$ cat src/hw/rtl/vts_pkg.sv
package vts_pkg;

   // grid geometry: RESOLUTION^3 voxels, split into eight banks by coordinate parity
   localparam int RESOLUTION = 128;
   localparam int RES_BITS   = $clog2(RESOLUTION);
   localparam int STORE_BITS = 3 * RES_BITS;
   localparam int BANK_BITS  = 3 * (RES_BITS - 1);
   localparam int BANK_DEPTH = 1 << BANK_BITS;
   localparam int BANKS      = 8;

   // lattice index width after the scale product and the half voxel offset
   localparam int IDX_W = 26;

   // decoupling queue between front and back
   localparam int Q_DEPTH    = 4;
   localparam int Q_PTR_BITS = $clog2(Q_DEPTH);

   localparam logic CMD_WRITE  = 1'b0;
   localparam logic CMD_SAMPLE = 1'b1;

   typedef enum logic [1:0] {
      CSR_BOX_MIN_X = 2'd0,
      CSR_BOX_MIN_Y = 2'd1,
      CSR_BOX_MIN_Z = 2'd2,
      CSR_VOX_SCALE = 2'd3
   } csr_index_type;

   localparam logic signed [31:0] BOX_MIN_RESET = -32'sd1966080;
   localparam logic [23:0]        VOX_SCALE_RESET = 24'd139810;

   // one axis after classification
   typedef struct packed {
      logic [RES_BITS-1:0] c0;    // low bits of lower lattice index
      logic                v0;    // lower neighbor inside grid
      logic                v1;    // upper neighbor inside grid
      logic [15:0]         frac;  // Q0.16 fraction
   } axis_type;

   typedef struct packed {
      logic                  cmd;
      logic [STORE_BITS-1:0] waddr;
      logic [15:0]           wdata;
      axis_type              ax;
      axis_type              ay;
      axis_type              az;
   } lat_item_type;

endpackage

$ cat src/hw/rtl/vts_queue.sv
module vts_queue import vts_pkg::*; (
   input  logic         clock,
   input  logic         reset,
   input  logic         push,
   input  lat_item_type push_item,
   output logic         full,
   input  logic         pop,
   output logic         empty,
   output lat_item_type head_item
);

   lat_item_type        slot_ff [Q_DEPTH];
   logic [Q_PTR_BITS-1:0] wptr_ff, rptr_ff;
   logic [Q_PTR_BITS:0]   count_ff, count_in;

   assign full      = (count_ff == (Q_PTR_BITS+1)'(Q_DEPTH));
   assign empty     = (count_ff == '0);
   assign head_item = slot_ff[rptr_ff];

   always_comb begin
      count_in = count_ff;
      if (push && !pop) count_in = count_ff + 1'b1;
      if (pop && !push) count_in = count_ff - 1'b1;
   end

   always_ff @(posedge clock) begin
      if (reset) begin
         wptr_ff  <= '0;
         rptr_ff  <= '0;
         count_ff <= '0;
      end else begin
         count_ff <= count_in;
         if (push) wptr_ff <= wptr_ff + 1'b1;
         if (pop)  rptr_ff <= rptr_ff + 1'b1;
      end
   end

   always_ff @(posedge clock) begin
      if (push) slot_ff[wptr_ff] <= push_item;
   end

endmodule

$ cat config.mk
export PLATFORM = sky130hd
export DESIGN_NAME = vts_queue
export DESIGN_NICKNAME = d
export VERILOG_FILES = /design/src/hw/rtl/vts_pkg.sv /design/src/hw/rtl/vts_queue.sv
export SDC_FILE = /design/constraint.sdc
export NUM_CORES = 1
export LEC_CHECK = 0
export ABC_AREA = 0
export BUFFER_PORTS_ARGS = -buffer_cell sky130_fd_sc_hd__buf_4
export CAP_MARGIN = 0
export CORE_MARGIN = 2
export CORE_UTILIZATION = 40
export CTS_CLUSTER_DIAMETER = 50
export DETAILED_ROUTE_END_ITERATION = 12
export PLACE_DENSITY = 0.7
export SLEW_MARGIN = 0
export SYNTH_ARGS = -nofsm -noshare
export SYNTH_HDL_FRONTEND = slang
export SYNTH_SLANG_ARGS = --single-unit
export TNS_END_PERCENT = 50
$ cat constraint.sdc
create_clock -name clock -period 5.2 [get_ports clock]
set_clock_uncertainty 0.15 [all_clocks]
set_input_delay 0.52 -clock clock [delete_from_list [all_inputs] [get_ports clock]]
set_output_delay 0.52 -clock clock [all_outputs]
set_load 0.05 [all_outputs]
==> flow_metrics.env <==
export IMPL_cts_made_buffers=49
export IMPL_hold_buffers=114
export IMPL_postLayoutCoreUtil_pct=52.11
export IMPL_cp_data_arrival_time_ns=2.73
export IMPL_whs_endpoint="rptr_ff[0]"
export IMPL_rows=75
export IMPL_r2r_start="wptr_ff[0]"
export IMPL_htreeDepth=2
export IMPL_outcome="complete, no violations"
export IMPL_drt_iter0_markers=396
export IMPL_grt_pass1_wl_um=49860
export IMPL_final_area_sq_um=21710
export IMPL_vdd_drop_max_mv=0.3351
export IMPL_critPathRequiredTime_ns=4.53
export IMPL_dp_hpwl_um=17960
export IMPL_tns_ns=0
export IMPL_first_pass_iters=4
export IMPL_vias=7892
export IMPL_multiInputGateArea_sq_um=2783
export IMPL_syn_to_final_growth_pct=29.49
export IMPL_grt_setup_unrepaired="no"
export IMPL_grt_pass1_vias=8866
export IMPL_start_kind="register"
export IMPL_drive_above_1_share_pct=40.27
export IMPL_synth_area_sq_um=16770
export IMPL_fp_dieW_um=208.7
export IMPL_drv_cap=0
export IMPL_hp_class="in -> reg"
export IMPL_fillerInstances=3207
export IMPL_synth_area_leader_cell="edfxtp_1"
export IMPL_layout_commonest_cell="edfxtp_1"
export IMPL_min_delay_path_depth=3
export IMPL_seq_area_frac_synth_pct=82.03
export IMPL_floorplan_initialDensity_pct=40.24
export IMPL_drt_total_wl_um=32380
export IMPL_die_h_um=208.7
export IMPL_drc=0
export IMPL_synth_cell_types=22
export IMPL_synth_top_area_share_pct=80.96
export IMPL_path_clk_slew_ns=0.05
export IMPL_synth_ff_latch_count=461
export IMPL_hold_path_startpoint="pop"
export IMPL_ctsResizeCount=0
export IMPL_clk_insertion_delay_late_ns=0.57
export IMPL_slew_headroom_pct=46.55
export IMPL_r2r_end="slot_ff[2][67]"
export IMPL_root_buffer="clkbuf_16"
export IMPL_period_needed_ns=3.400
export IMPL_path_class="reg -> out"
export IMPL_track_usage_pct=15.01
export IMPL_clock_path_buffers=3
export IMPL_grt_overflow=0
export IMPL_io_pins=232
export IMPL_postCtsSetupBuffers=0
export IMPL_final_cell_mix="452 x edfxtp_1, 232 x buf_4, 114 x dlygate4sd3_1"
export IMPL_drv_slew=0
export IMPL_power_density_nw_per_um2=408.7
export IMPL_setup_worst_path_end_class="output port"
export IMPL_worst_slack_ns=1.800
export IMPL_die_area_sq_um=43570
export IMPL_leakagePower_nw=7.329
export IMPL_ff2ff_path_depth=4
export IMPL_coreArea_sq_um=41670
export IMPL_wire_per_inst_um=20.40
export IMPL_critPathMaxFanout=30
export IMPL_vias_per_cell=4.973
export IMPL_grt_antenna_before_repair=1
export IMPL_p_total_mw=8.873
export IMPL_dp_cells=1388
export IMPL_gp_congestion=0.6984
export IMPL_whs_ns=0.1168
export IMPL_ant_nets=0
export IMPL_hold_violations=0
export IMPL_syn_num_nets=761
export IMPL_final_seq_area_sq_um=13760
export IMPL_placed_cell_area_sq_um=19100
export IMPL_cts_tree="built"
export IMPL_synth_warnings=0
export IMPL_nets=1137
export IMPL_cts_sinks=461
export IMPL_tightest_slew_ns=0.8017
export IMPL_synth_top_cells_by_area="edfxtp_1 81%, mux4_2 15%, dfxtp_1 1.1%"
export IMPL_grt_max_degree=114
export IMPL_fmax_mhz=294.1
export IMPL_min_period_over_period_pct=65.38
export IMPL_place_ws_ns=2.311
export IMPL_reg2reg_slack_ns=2.93
export IMPL_io_buffers=231
export IMPL_n_antenna_cell=0
export IMPL_syn_area_per_cell_sq_um=26.28
export IMPL_finalNonFillerCells=1587
export IMPL_syn_inst=638
export IMPL_setup_viol=0
==> layout make-up <==
class | instances | area share [%]
clock buffer | 64 | 5.954
tap | 539 | 3.106
clock inverter | 21 | 0.8011
sequential | 461 | 63.39
timing repair buffer | 352 | 13.83
inverter | 6 | 0.1037
multi-input combinational | 144 | 12.82
==> kinds of logic (layout without fill, tap and decap cells) <==
group           count (synthesis)  count (layout)  share of synthesized area (%)
flops                         461             461                          82.03
mux                           114             114                          15.24
buf+inv                        33             443                          1.433
simple gates                   16              16                         0.4552
fa+ha+maj                       6               6                         0.4925
xor+xnor                        5               5                         0.2612
compound gates                  3               3                        0.08953
==> critical path: stages (launching register included) <==
cell	delay, ns
dfxtp_4	0.68
buf_4	0.62
mux4_2	0.60
buf_4	0.21
==> flip-flops by register name, summed over array words and instances (netlist names), named ones only <==
signal / count
count_ff: 3
rptr_ff: 2
slot_ff: 452
wptr_ff: 2
==> where the power goes <==
group	internal [mW]	switching [mW]
Clock	1.85	1.34
Combinational	0.508	0.862
Sequential	4.27	0.0495
==> cells in the mapped netlist <==
| master | n |
|---|---|
| edfxtp_1 | 452 |
| mux4_2 | 113 |
| buf_2 | 12 |
| dfxtp_1 | 9 |
| buf_8 | 8 |
| nor2_1 | 8 |
| inv_1 | 6 |
| clkbuf_1 | 5 |
| ha_1 | 5 |
| and2_1 | 4 |
| xor2_1 | 3 |
| a21oi_1 | 2 |
| xnor2_1 | 2 |
| and3_1 | 1 |
| buf_4 | 1 |
| buf_6 | 1 |
| fa_1 | 1 |
| mux2i_1 | 1 |
| nand2_1 | 1 |
| nor3_1 | 1 |
| o21ai_0 | 1 |
| or3_1 | 1 |
==> worst max path at each step <==
| stage | slack [ns] | cells after the start | start | to |
|---|---|---|---|---|
| global placement | 2.33 | 3 | register | head_item[45] |
| finish | 1.80 | 3 | register | head_item[39] |
| CTS | 1.68 | 3 | register | head_item[39] |
| floorplan | 1.42 | 3 | wptr_ff[0] | slot_ff[0][0] |
| detailed placement | 2.31 | 3 | register | head_item[39] |
| global route | 1.58 | 3 | register | head_item[39] |
==> per-layer routing <==
metal | wire (um) | GRT usage [%]
met3 | 2346 | 5.095
met1 | 13200 | 18.55
met4 | 727 | 4.409
met2 | 16100 | 25.18
met5 | 13 | 0
(Power assumes the default switching activity.)
